**config.mk**
```make
export PLATFORM = sky130hd
export DESIGN_NAME = ptns_ram
export DESIGN_NICKNAME = d
export VERILOG_FILES = /design/src/rtl/ptns_ram.sv
export SDC_FILE = /design/constraint.sdc
export NUM_CORES = 2
export LEC_CHECK = 0
export BUFFER_PORTS_ARGS = -buffer_cell sky130_fd_sc_hd__buf_2
export CORE_MARGIN = 4
export CORE_UTILIZATION = 55
export CTS_BUF_LIST = sky130_fd_sc_hd__clkbuf_8
export DETAILED_ROUTE_END_ITERATION = 8
export PLACE_DENSITY = 0.79
export SYNTH_ARGS = -nofsm -noshare
export SYNTH_HDL_FRONTEND = slang
export SYNTH_SLANG_ARGS = --single-unit
```
**constraint.sdc**
```tcl
create_clock -name clk -period 10.9 [get_ports clk]
set_input_delay 1.09 -clock clk [delete_from_list [all_inputs] [get_ports clk]]
set_output_delay 1.09 -clock clk [all_outputs]
set_load 0.01 [all_outputs]
```
**src/rtl/ptns_ram.sv**
```systemverilog
// Simple dual-port RAM with one write port and a registered read port.
module ptns_ram #(
  parameter int WIDTH = 48,
  parameter int DEPTH = 64
) (
  input  logic                     clk,
  input  logic                     we,
  input  logic [$clog2(DEPTH)-1:0] waddr,
  input  logic [WIDTH-1:0]         wdata,
  input  logic [$clog2(DEPTH)-1:0] raddr,
  output logic [WIDTH-1:0]         rdata
);

  logic [WIDTH-1:0] mem [DEPTH];

  always_ff @(posedge clk) begin
    if (we) begin
      mem[waddr] <= wdata;
    end
    rdata <= mem[raddr];
  end

endmodule

```
======== Yosys cells after proc, flatten, opt, wreduce, memory -nomap -nowiden ========
Memories as Yosys holds them, arrays and structs flattened. A register that Yosys moved wholly into a read port is not among the register bits.
Index checks and enable logic that the tools add are counted.
Widths: inputs -> output; s select.
cells by class
  muxes and demuxes ....................... 2
operators with widths
  cell    number
  $mux 1  2
storage, ports and cells
  input port bits ......................... 62
  memories kept ........................... 1
  bits in writable memories ............... 3072
  output and inout port bits .............. 48
  word-level logic and storage cells ...... 3
  bits in registers ....................... 0
memory list
  name  words  bits a word  rd ports  clocked after memory_dff  wr ports  RTL line  RTL
  mem   64     48           1         1                         1         14        logic [WIDTH-1:0] mem [DEPTH];

======== Logic depth before layout (Yosys ltp) ========
  word-level depth ........................ 2
  depth in mapped cells ................... 9

======== Worst setup path after synthesis ========
No wires, ideal clock.
  path type ............................... in2reg
  start ................................... input waddr[3]
  end ..................................... memory mem[48][0] (enable)
  required time ........................... 10387 ps
  cell stages on the path ................. 4
  arrival time ............................ 4862 ps
  path slack .............................. 5525 ps
  path buffers ............................ 1
  cell sequence ........................... clkbuf_1 > nor2b_1 > nand4b_1 > nor3_1
RTL lines
  what             RTL line  RTL
  start, declared  8         input logic [$clog2(DEPTH)-1:0] waddr,
  end, declared    14
No word-level cell before the write port.

==> flow_summary.ini <==
[run_status]
status = finished clean

[layout]
final_area_um2 = 130000
drive_gt1_share_pct = 28.7
layout_common_cells = 3,072 x edfxtp_1, 754 x mux4_2, 505 x clkbuf_8
area_delta_synth_final_pct = 10.9
fin_nets = 5460
final_common_cell = edfxtp_1

[cts]
cts_inserted_buffers = 471
cts_htree_levels = 5
hold_buffers = 0
cts_sinks = 3120
worstSkewPairLatency_ns = 1.11
clk_pin_slew_ns = 0.07
cts_setup_buffers = 0
clockBufferDepth = 4
cts_tree = yes
cts_root_buffer = clkbuf_8
cts_resized = 0

[sta]
fmax_mhz = 247
setup_viol = 0
worstMarginPinSlew_ns = 1.47
fin_skew_ns = 0.0954
period_share_pct = 37.1
rsz0062_at_grt = no
maxSlewViolCount = 0
hold_viol_final = 0
finalSetupTns_ns = 0
layout_min_cycle_time_ns = 4.04
slew_headroom_pct = 1.48

[global_routing]
antenna_found_initial = 29
grt_overflow = 0
grt_pass1_vias = 58700
grt_max_degree = 133
grt_first_pass_wirelength_mm = 428
grt_util_all_layers_pct = 27.2

[worst_setup_path]
critPathMaxStageDelay_ns = 0.76
cp_data_arrival_time_ns = 4.92
slowest_stage = buf_8
path_max_fanout = 120
cp.required_ns = 11.78
start_kind = input port
path_cells = buf_8 -> buf_4 -> buf_4 -> nand2b_1 -> a211oi_1 -> a311oi_1 -> a311oi_1 -> a211oi_1
critPathKind = in -> reg
crit_family = buffers and inverters
crit_buf_inv = 3
end_kind = flip-flop

[die]
coreArea_um2 = 212000
die_h_um = 469
num_rows = 169
die_w_um = 469
die_area_um2 = 220000
initial_utilization_pct = 55.3
ios = 110

[synth]
avgSynthCellArea_um2 = 23.6
yosys_warnings = 0
syn_area_um2 = 117000
syn-instance-count = 4970
ys_seq_elements = 3120
synth.yosys.seq_area_share_pct = 79.6
synth.distinct_cells = 36
synth.net_count = 5032

[routing]
first_pass_iters = 6
dr.first_iter.drc_count = 9151
viasPerCell = 6.70
vias = 57600
drc = 0
ant_nets = 0
routed_wl_mm = 299
wl_per_cell_um = 34.8

[power]
cellPowerDensity_nw_per_um2 = 178
peakVddDrop_mv = 0.150
p_leak_nw = 40.9

[place]
dp.final_hpwl_mm = 159
place.gp.congestion = 0.809
place_area_um2 = 121000
port_buffers = 109

[flow_run]
max-cap-violations = 0

[min_path]
hold_class = in -> reg
==> worst paths after layout <==
path                                   from    endpoint  slack (ns)  cells past startpoint
worst max-delay path               raddr[2]   rdata[20]        6.86                      8
worst max register to register   mem[44][6]    rdata[6]        8.85                      5
worst min register to register  mem[59][36]   rdata[36]        0.74                      4
worst min-delay path              wdata[25]  mem[1][25]        0.70                      1
==> layer usage <==
metal | track usage, % | up-vias | wire, µm | part of all wire, %
met3 | 8.43 | 766 | 42400 | 14
met4 | 10.7 | 10 | 12800 | 4.3
met5 | 0 | - | 69 | 0.023
met1 | 36.5 | 29900 | 101000 | 34
met2 | 42.2 | 4542 | 143000 | 48
li1 | - | 22400 | - | -
==> cell usage after synthesis (all sizes together) <==
master | count | area share (%)
or2 | 3 | 0.016
a31o | 5 | 0.037
mux2 | 12 | 0.12
o221ai | 28 | 0.21
or3b | 4 | 0.030
and2 | 3 | 0.016
a31oi | 1 | 0.0053
nor2b | 24 | 0.13
mux4 | 754 | 14
and3 | 1 | 0.0053
edfxtp | 3072 | 79
a221oi | 83 | 0.62
a22oi | 72 | 0.46
mux2i | 63 | 0.54
a22o | 57 | 0.43
a311o | 1 | 0.0085
o22ai | 122 | 0.65
a311oi | 11 | 0.082
nand4 | 2 | 0.011
dfxtp | 48 | 0.82
buf | 183 | 0.96
nand2b | 10 | 0.053
a21oi | 74 | 0.32
a211oi | 32 | 0.21
nand3 | 7 | 0.030
or3 | 3 | 0.016
clkbuf | 99 | 0.32
nand4b | 1 | 0.0075
nand2 | 55 | 0.18
nand3b | 5 | 0.032
nor2 | 132 | 0.42
nor3 | 3 | 0.013
==> registers in the layout (all words and copies together), names as in the netlist <==
name	flops
mem	3072
rdata	48
==> power breakdown <==
group	switching, W	internal, W
clock	0.00431	0.00441
combinational	0.000702	0.000403
sequential	0.0000441	0.0133
==> per-stage QoR <==
| stage | util, % | cells | worst slack [ns] | hold slack [ns] | power [W] |
|---|---|---|---|---|---|
| global route | 61.3 | 8590 | 6.84 | 0.695 | 0.0239 |
| CTS | 61.3 | 8588 | 7.07 | 0.609 | 0.0232 |
| global placement | 57.3 | 7746 | 5.94 | 0.739 | 0.0146 |
| finish | 61.3 | 8595 | 6.86 | 0.701 | 0.0232 |
| detailed placement | 57.3 | 7746 | 5.93 | 0.793 | 0.0147 |
| floorplan | - | 4970 | 5.53 | 0.710 | 0.0142 |
==> logic make-up after synthesis <==
family,after synthesis,synth area share (%)
muxes,829,15.2
and+or+nand+nor,253,0.957
DFF,3120,79.6
AOI/OAI and AO/OA,486,3.02
buffers and inverters,282,1.28
==> cell type report <==
class                   count  area [µm²]
clock inverters           337        1560
fillers                 13500       82000
flip-flops and latches   3120       93200
repair buffers            237        1640
clock buffers             505        6950
diodes                      7        17.5
well taps                2821        3530
multi-input cells        1568       22900
Note: power is estimated with default switching activity, not from simulation.
