## src/rtl/ptns_pkg.sv

```systemverilog
// Shared constants, codes and types of the point table nearest search.
package ptns_pkg;

  localparam int MAX_POINTS = 64;
  localparam int COORD_BITS = 24;
  localparam int CORNERS    = 4;
  localparam int IDX_W      = $clog2(MAX_POINTS + CORNERS + 1);
  localparam int ADDR_W     = $clog2(MAX_POINTS);
  localparam int DIFF_W     = COORD_BITS + 1;
  localparam int SQ_W       = 2 * DIFF_W;
  localparam int DIST_W     = SQ_W + 1;
  localparam int OP_W       = 3;
  localparam int STATUS_W   = 3;
  localparam int CFG_IDX_W  = 2;
  localparam int IN_W       = ((OP_W + IDX_W + 2 * COORD_BITS + 1 + 7) / 8) * 8;
  localparam int OUT_W      = ((STATUS_W + 2 * IDX_W + 2 * COORD_BITS + 7) / 8) * 8;

  localparam logic [OP_W-1:0] OP_INSERT  = 3'd0;
  localparam logic [OP_W-1:0] OP_DELETE  = 3'd1;
  localparam logic [OP_W-1:0] OP_MOVE    = 3'd2;
  localparam logic [OP_W-1:0] OP_NEAREST = 3'd3;
  localparam logic [OP_W-1:0] OP_READ    = 3'd4;

  localparam logic [STATUS_W-1:0] ST_OK        = 3'd0;
  localparam logic [STATUS_W-1:0] ST_FULL      = 3'd1;
  localparam logic [STATUS_W-1:0] ST_PROTECTED = 3'd2;
  localparam logic [STATUS_W-1:0] ST_RANGE     = 3'd3;
  localparam logic [STATUS_W-1:0] ST_NONE      = 3'd4;

  localparam logic [CFG_IDX_W-1:0] REG_X_MIN = 2'd0;
  localparam logic [CFG_IDX_W-1:0] REG_X_MAX = 2'd1;
  localparam logic [CFG_IDX_W-1:0] REG_Y_MIN = 2'd2;
  localparam logic [CFG_IDX_W-1:0] REG_Y_MAX = 2'd3;

  typedef logic signed [COORD_BITS-1:0] coord_t;

  // One candidate point travelling through the distance pipeline.
  typedef struct packed {
    logic             valid;
    logic [IDX_W-1:0] idx;
    coord_t           x;
    coord_t           y;
  } ptns_tag_t;

endpackage

```

## src/rtl/ptns_dist.sv

```systemverilog
// Three-stage pipeline giving the exact squared distance of a point to the query.
module ptns_dist (
  input  logic                     clk,
  input  logic                     rst,
  input  ptns_pkg::ptns_tag_t      in_tag,
  input  ptns_pkg::coord_t         qx,
  input  ptns_pkg::coord_t         qy,
  output ptns_pkg::ptns_tag_t      out_tag,
  output logic [ptns_pkg::DIST_W-1:0] dist_sq
);
  import ptns_pkg::*;

  ptns_tag_t               tag_a;
  ptns_tag_t               tag_b;
  logic signed [DIFF_W-1:0] dx;
  logic signed [DIFF_W-1:0] dy;
  logic [DIFF_W-1:0]       ax;
  logic [DIFF_W-1:0]       ay;
  logic [SQ_W-1:0]         sqx;
  logic [SQ_W-1:0]         sqy;

  always_comb begin
    ax = dx[DIFF_W-1] ? DIFF_W'(-dx) : DIFF_W'(dx);
    ay = dy[DIFF_W-1] ? DIFF_W'(-dy) : DIFF_W'(dy);
  end

  always_ff @(posedge clk) begin
    if (rst) begin
      tag_a.valid   <= 1'b0;
      tag_b.valid   <= 1'b0;
      out_tag.valid <= 1'b0;
    end else begin
      tag_a   <= in_tag;
      tag_b   <= tag_a;
      out_tag <= tag_b;
    end
    dx      <= DIFF_W'(in_tag.x) - DIFF_W'(qx);
    dy      <= DIFF_W'(in_tag.y) - DIFF_W'(qy);
    sqx     <= SQ_W'(ax) * SQ_W'(ax);
    sqy     <= SQ_W'(ay) * SQ_W'(ay);
    dist_sq <= DIST_W'(sqx) + DIST_W'(sqy);
  end

endmodule

```

## config.mk

```make
export PLATFORM = sky130hd
export DESIGN_NAME = ptns_dist
export DESIGN_NICKNAME = d
export VERILOG_FILES = /design/src/rtl/ptns_pkg.sv /design/src/rtl/ptns_dist.sv
export SDC_FILE = /design/constraint.sdc
export NUM_CORES = 2
export LEC_CHECK = 0
export ABC_AREA = 0
export BUFFER_PORTS_ARGS = -buffer_cell sky130_fd_sc_hd__buf_2
export CAP_MARGIN = 20
export CELL_PAD_IN_SITES_DETAIL_PLACEMENT = 0
export CELL_PAD_IN_SITES_GLOBAL_PLACEMENT = 1
export CORE_MARGIN = 2
export CORE_UTILIZATION = 31
export CTS_BUF_LIST = sky130_fd_sc_hd__clkbuf_16
export DETAILED_ROUTE_END_ITERATION = 16
export PLACE_DENSITY_LB_ADDON = 0.12
export SLEW_MARGIN = 30
export SYNTH_ARGS = -nofsm -noshare
export SYNTH_HDL_FRONTEND = slang
export SYNTH_SLANG_ARGS = --single-unit
```

## constraint.sdc

```tcl
create_clock -name clk -period 17.75 [get_ports clk]
set_input_delay 2.6625 -clock clk [delete_from_list [all_inputs] [get_ports clk]]
set_output_delay 2.6625 -clock clk [all_outputs]
set_load 0.05 [all_outputs]
```

Word level (Yosys, flattened, before mapping)
Index checks and enable logic that the tools add are counted.

Add/sub/neg operators: 5. Multiply operators: 2. Multiplexer cells: 2.

Operators by type and width (number): $mul 25x25->50 (2); $add 50x50->51 (1); $mux 25 (2); $neg 25->25 (2); $sub 24x24->25 (2).

Register bits: 369. Input bits: 106. Output and inout bits: 107. Word-level logic and storage cells: 26.

Depth between registers and ports, before layout
Depth after elaboration: 3. Gate-level depth with buffers: 38. Mapped depth without buffers: 35.

Least setup slack after synthesis
No wires, ideal clock.

Path type: register -> register. Start point: register dy[0]. End point: register sqy[48]. Library setup time: 0.118 ns. Arrival time: 8.746 ns. Data required time: 17.632 ns. Path slack: 8.885 ns. Cell stages (with the launch flop): 38. Path buffers: 4. Clock period less this slack: 8.865 ns. Cells stage by stage: dfxtp_1 > clkbuf_1 > inv_1 > clkbuf_1 > ha_1 > nand3_1 > or2_2 > inv_1 > nand2_1 > o41ai_1 > xor2_1 > inv_1 > buf_1 > nand2_1 > fa_1 > fa_1 > inv_1 > fa_1 > [... 2 more ...] > inv_1 > fa_1 > fa_1 > inv_1 > fa_1 > inv_1 > ha_1 > clkbuf_1 > nand3_1 > or2_2 > nor4_1 > o21ai_0 > a311o_1 > o221ai_1 > nor2_1 > o41ai_1 > a21oi_1 > xnor2_1.

Cells in the longest elaborated chain, start to end: 3.

Ends and longest elaborated chain: start: declaration (RTL line ptns_dist.sv:16) `logic signed [DIFF_W-1:0] dy;`; start signal: assignment (RTL line ptns_dist.sv:38) `dy <= DIFF_W'(in_tag.y) - DIFF_W'(qy);`; $neg 25->25 (RTL line ptns_dist.sv:24) `ay = dy[DIFF_W-1] ? DIFF_W'(-dy) : DIFF_W'(dy);`; $mux 25 (*) (RTL line ptns_dist.sv:24); $mul 25x25->50 (*) (RTL line ptns_dist.sv:40) `sqy <= SQ_W'(ay) * SQ_W'(ay);`; end signal: assignment (RTL line ptns_dist.sv:40); end: declaration (RTL line ptns_dist.sv:20) `logic [SQ_W-1:0] sqy;`.

Mark *: on every way between the ends. The rest lies on a longest branch, timed or not. A chain may end at the register's enable or synchronous reset.

Worst setup path in the final report
Start point: register dy[0]. End point: register sqy[46].

Same word-level chain as after synthesis.

==> summary.md <==
| Metric | Value |
|---|---|
| Starting Density | `a little under a third` |
| Post-Syn Instances | `approximately 5000` |
| Top cell by count, worst path | `fa_1` |
| Top FF cell, synth | `dfxtp_1` |
| Worst-margin pin slew | `1.009 ns` |
| Post-Synth Simple-Gate Area | `approximately 8.7%` |
| I/O pins | `about 210` |
| Horiz. Die Dim | `approximately 400 µm` |
| Crit Path Max Fanout | `23` |
| 1st-pass router iterations | `5` |
| # fillers | `about 16000` |
| Max-cap violations | `0` |
| Tot GR Track Use | `about 18%` |
| Synth area leaders | `fa_1 38%, ha_1 12%, inv_1 11%` |
| Clock sink count | `367` |
| Syn. warnings | `0` |
| WP data required | `approximately 18 ns` |
| Hold_sp | `tag_a[29]$_DFFE_PN_` |
| Drt drc | `0` |
| Synthesized cell area | `0.04879 mm²` |
| Fraction of layout cells with a size suffix above 1 | `between 7 and 8%` |
| Commonest non-fill, non-tap cells in the layout | `1402 x inv_1, 936 x fa_1, 457 x ha_1` |
| Skew-Pair Late Insertion Delay | `between 0.6 and 0.7 ns` |
| CTS HTree Levels | `2` |
| Post-route ant nets | `0` |
| Most common cell after layout, fill and taps aside | `inv_1` |
| Worst path buffer plus inverter count | `9` |
| First-pass GRT wire length | `between 200 and 250 mm` |
| Hold worst-path end | `tag_b[29]$_DFFE_PN_` |
| Postcts setup bufs | `0` |
| Yosys reg bits | `367` |
| Period utilisation layout | `between 50 and 60%` |
| Family with the most delay on the worst path | `adder cells` |
| Gr ovfl total | `0` |
| Row Count | `around 150` |
| Kind of critical path | `reg2reg` |
| Vias | `33000` |
| Critical path's largest stage delay | `just over 0.9 ns` |
| Finish-stage setup viols | `0` |
| Rel. slew slack | `32.67%` |
| Initial antenna violation count | `5` |
| Status | `finished clean` |
| Hold Vio Cnt, Final | `0` |
| Post-route setup TNS | `0 ns` |
| Core Area | `0.1562 mm²` |
| Pins Over Slew Limit | `0` |
| Xor-xnor portion of the synthesized cell area | `between 4 and 5%` |
| Area grow syn2layout | `11.41%` |
| Input/output buffers | `212` |
| Area leader, netlist | `fa_1` |
| Hold-fix buffer count after cts | `0` |
| RSZ-0062 raised after global routing | `no` |
| Top-area cell type share of the netlist area | `approximately two fifths` |
| Total CTS buffers | `47` |
| Critical Path Start Type | `register` |
| Routed WL | `roughly 140 mm` |
| Synth Area in Compound Gates | `6.788%` |
| Worst R2R End | `sqy[46]$_DFF_P_` |
| Largest family of logic cells by synthesized area | `adder cells` |
| Avg Cell Area, Syn | `roughly 9.7 µm²` |
| Full die area | `~0.16 mm²` |
| Final net count | `~6800` |
| Worst Skew | `0.03253 ns` |
| Post-synth EDFFs | `165` |
| Seq/Total Area, Yosys | `between 10% and 20%` |
| Fmax | `about 94 MHz` |
| Post-synth ARST share | `0%` |
| WHS Path Cells | `0` |
| R2R depth | `30` |
| Clk slew on worst S/H paths | `roughly 0.060 ns` |
| Period minus WS final | `10.59 ns` |
| Crit. Startpoint | `dy[0]$_DFF_P_` |
| Wirelength per Cell | `around 19 µm` |
| Reg2Reg Setup Slack | `about 7.2 ns` |
| DRT iter0 DRCs | `approximately 1600` |
| Critical path arrival | `11.13 ns` |
| Maximum buffer depth of the clock tree | `3` |
| Post-CTS Resized | `0` |
| DP Wirelength | `between 100 and 150 mm` |
| Root buf cell | `clkbuf_16` |
| Distinct cells, synth | `79` |
| Routability cong. | `0.8142` |
| Slowest CP cell | `clkinv_1` |
| TritonCTS clock tree | `built` |
| Setup crit end kind | `register` |
| Mux contribution to synthesized area | `0.04360%` |
| Routed vias/inst | `roughly 4.5` |
| Number of global-route vias before repair | `roughly 37000` |
| HP Class | `reg2reg` |
| Worst R2R Start | `dy[0]$_DFF_P_` |
| Die Ht | `around 400 µm` |
| Largest net degree at the start of global routing | `73` |
| Post-synthesis adder-cell area fraction | `between 50 and 60%` |
cells by family (layout without fill, tap and decap cells):
| group | after synthesis | in the layout |
|---|---|---|
| other | 2 | 39 |
| and+or+nand+nor | 995 | 995 |
| buffers and inverters | 1509 | 1775 |
| xor gates and xnor gates | 235 | 235 |
| adders and majority gates | 1393 | 1393 |
| DFF | 367 | 367 |
| AOI/OAI and AO/OA | 512 | 512 |
| muxes | 2 | 2 |
flip-flops by register name (all words and copies together) (netlist names):
signal   flops
dist_sq     51
dx          25
dy          25
out_tag     56
sqx         49
sqy         49
tag_a       56
tag_b       56
layer usage:
layer	global-route usage (%)	vias to the layer above	part of all wire, %
met2	28.85	565	46
met3	2.070	113	3.7
met4	3.004	0	1.5
met5	0	-	0
met1	25.82	16690	49
li1	-	15640	-
worst max path at each step:
stage,end,slack [ns],cells past startpoint
2_1_floorplan,sqy[48]$_DFF_P_,8.89,37
3_3_place_gp,sqy[46]$_DFF_P_,6.62,30
3_5_place_dp,sqy[46]$_DFF_P_,7.08,30
4_1_cts,sqy[46]$_DFF_P_,7.03,30
5_1_grt,sqy[46]$_DFF_P_,6.56,30
6_report,sqy[46]$_DFF_P_,7.16,30
cell type report:
| type | count | area [µm²] | share of cell area, % |
|---|---|---|---|
| Inverter | 1415 | 5316 | 9.781 |
| Clock buffer | 47 | 1176 | 2.164 |
| Sequential cell | 367 | 9000 | 16.56 |
| Multi-Input combinational cell | 3173 | 34290 | 63.08 |
| Clock inverter | 41 | 476.7 | 0.8770 |
| Antenna cell | 3 | 7.507 | 0.01381 |
| Timing Repair Buffer | 272 | 1515 | 2.788 |
| Tap cell | 2058 | 2575 | 4.737 |
synth_stat cells, types with 16 or more instances:
cell	instances
nand3_1	32
a21oi_1	161
a21o_1	78
dfxtp_1	202
xor2_1	83
o21a_1	23
nor2b_1	31
nand2b_1	23
nor2_1	359
o21bai_1	16
nor3_1	27
inv_1	1400
and3_1	20
nand2_1	431
o31ai_1	16
edfxtp_1	165
ha_1	457
o21ai_0	94
nand4_1	16
clkbuf_1	84
fa_1	936
xnor2_1	151
metrics by stage:
step | hold WS, ns | instance area (µm²) | std cells | setup slack, ns | util, %
floorplan | 0.3290 | 48920 | 5049 | 8.885 | -
global placement | 0.4008 | 52660 | 7285 | 6.620 | 33.71
detailed placement | 0.4045 | 52690 | 7285 | 7.078 | 33.73
finish | 0.4133 | 54350 | 7376 | 7.164 | 34.80
global route | 0.4165 | 54350 | 7373 | 6.558 | 34.79
CTS | 0.4110 | 54340 | 7373 | 7.034 | 34.79
Power is not shown: default switching activity piles up to over one toggle a cycle in this logic, so the estimate is an artifact.
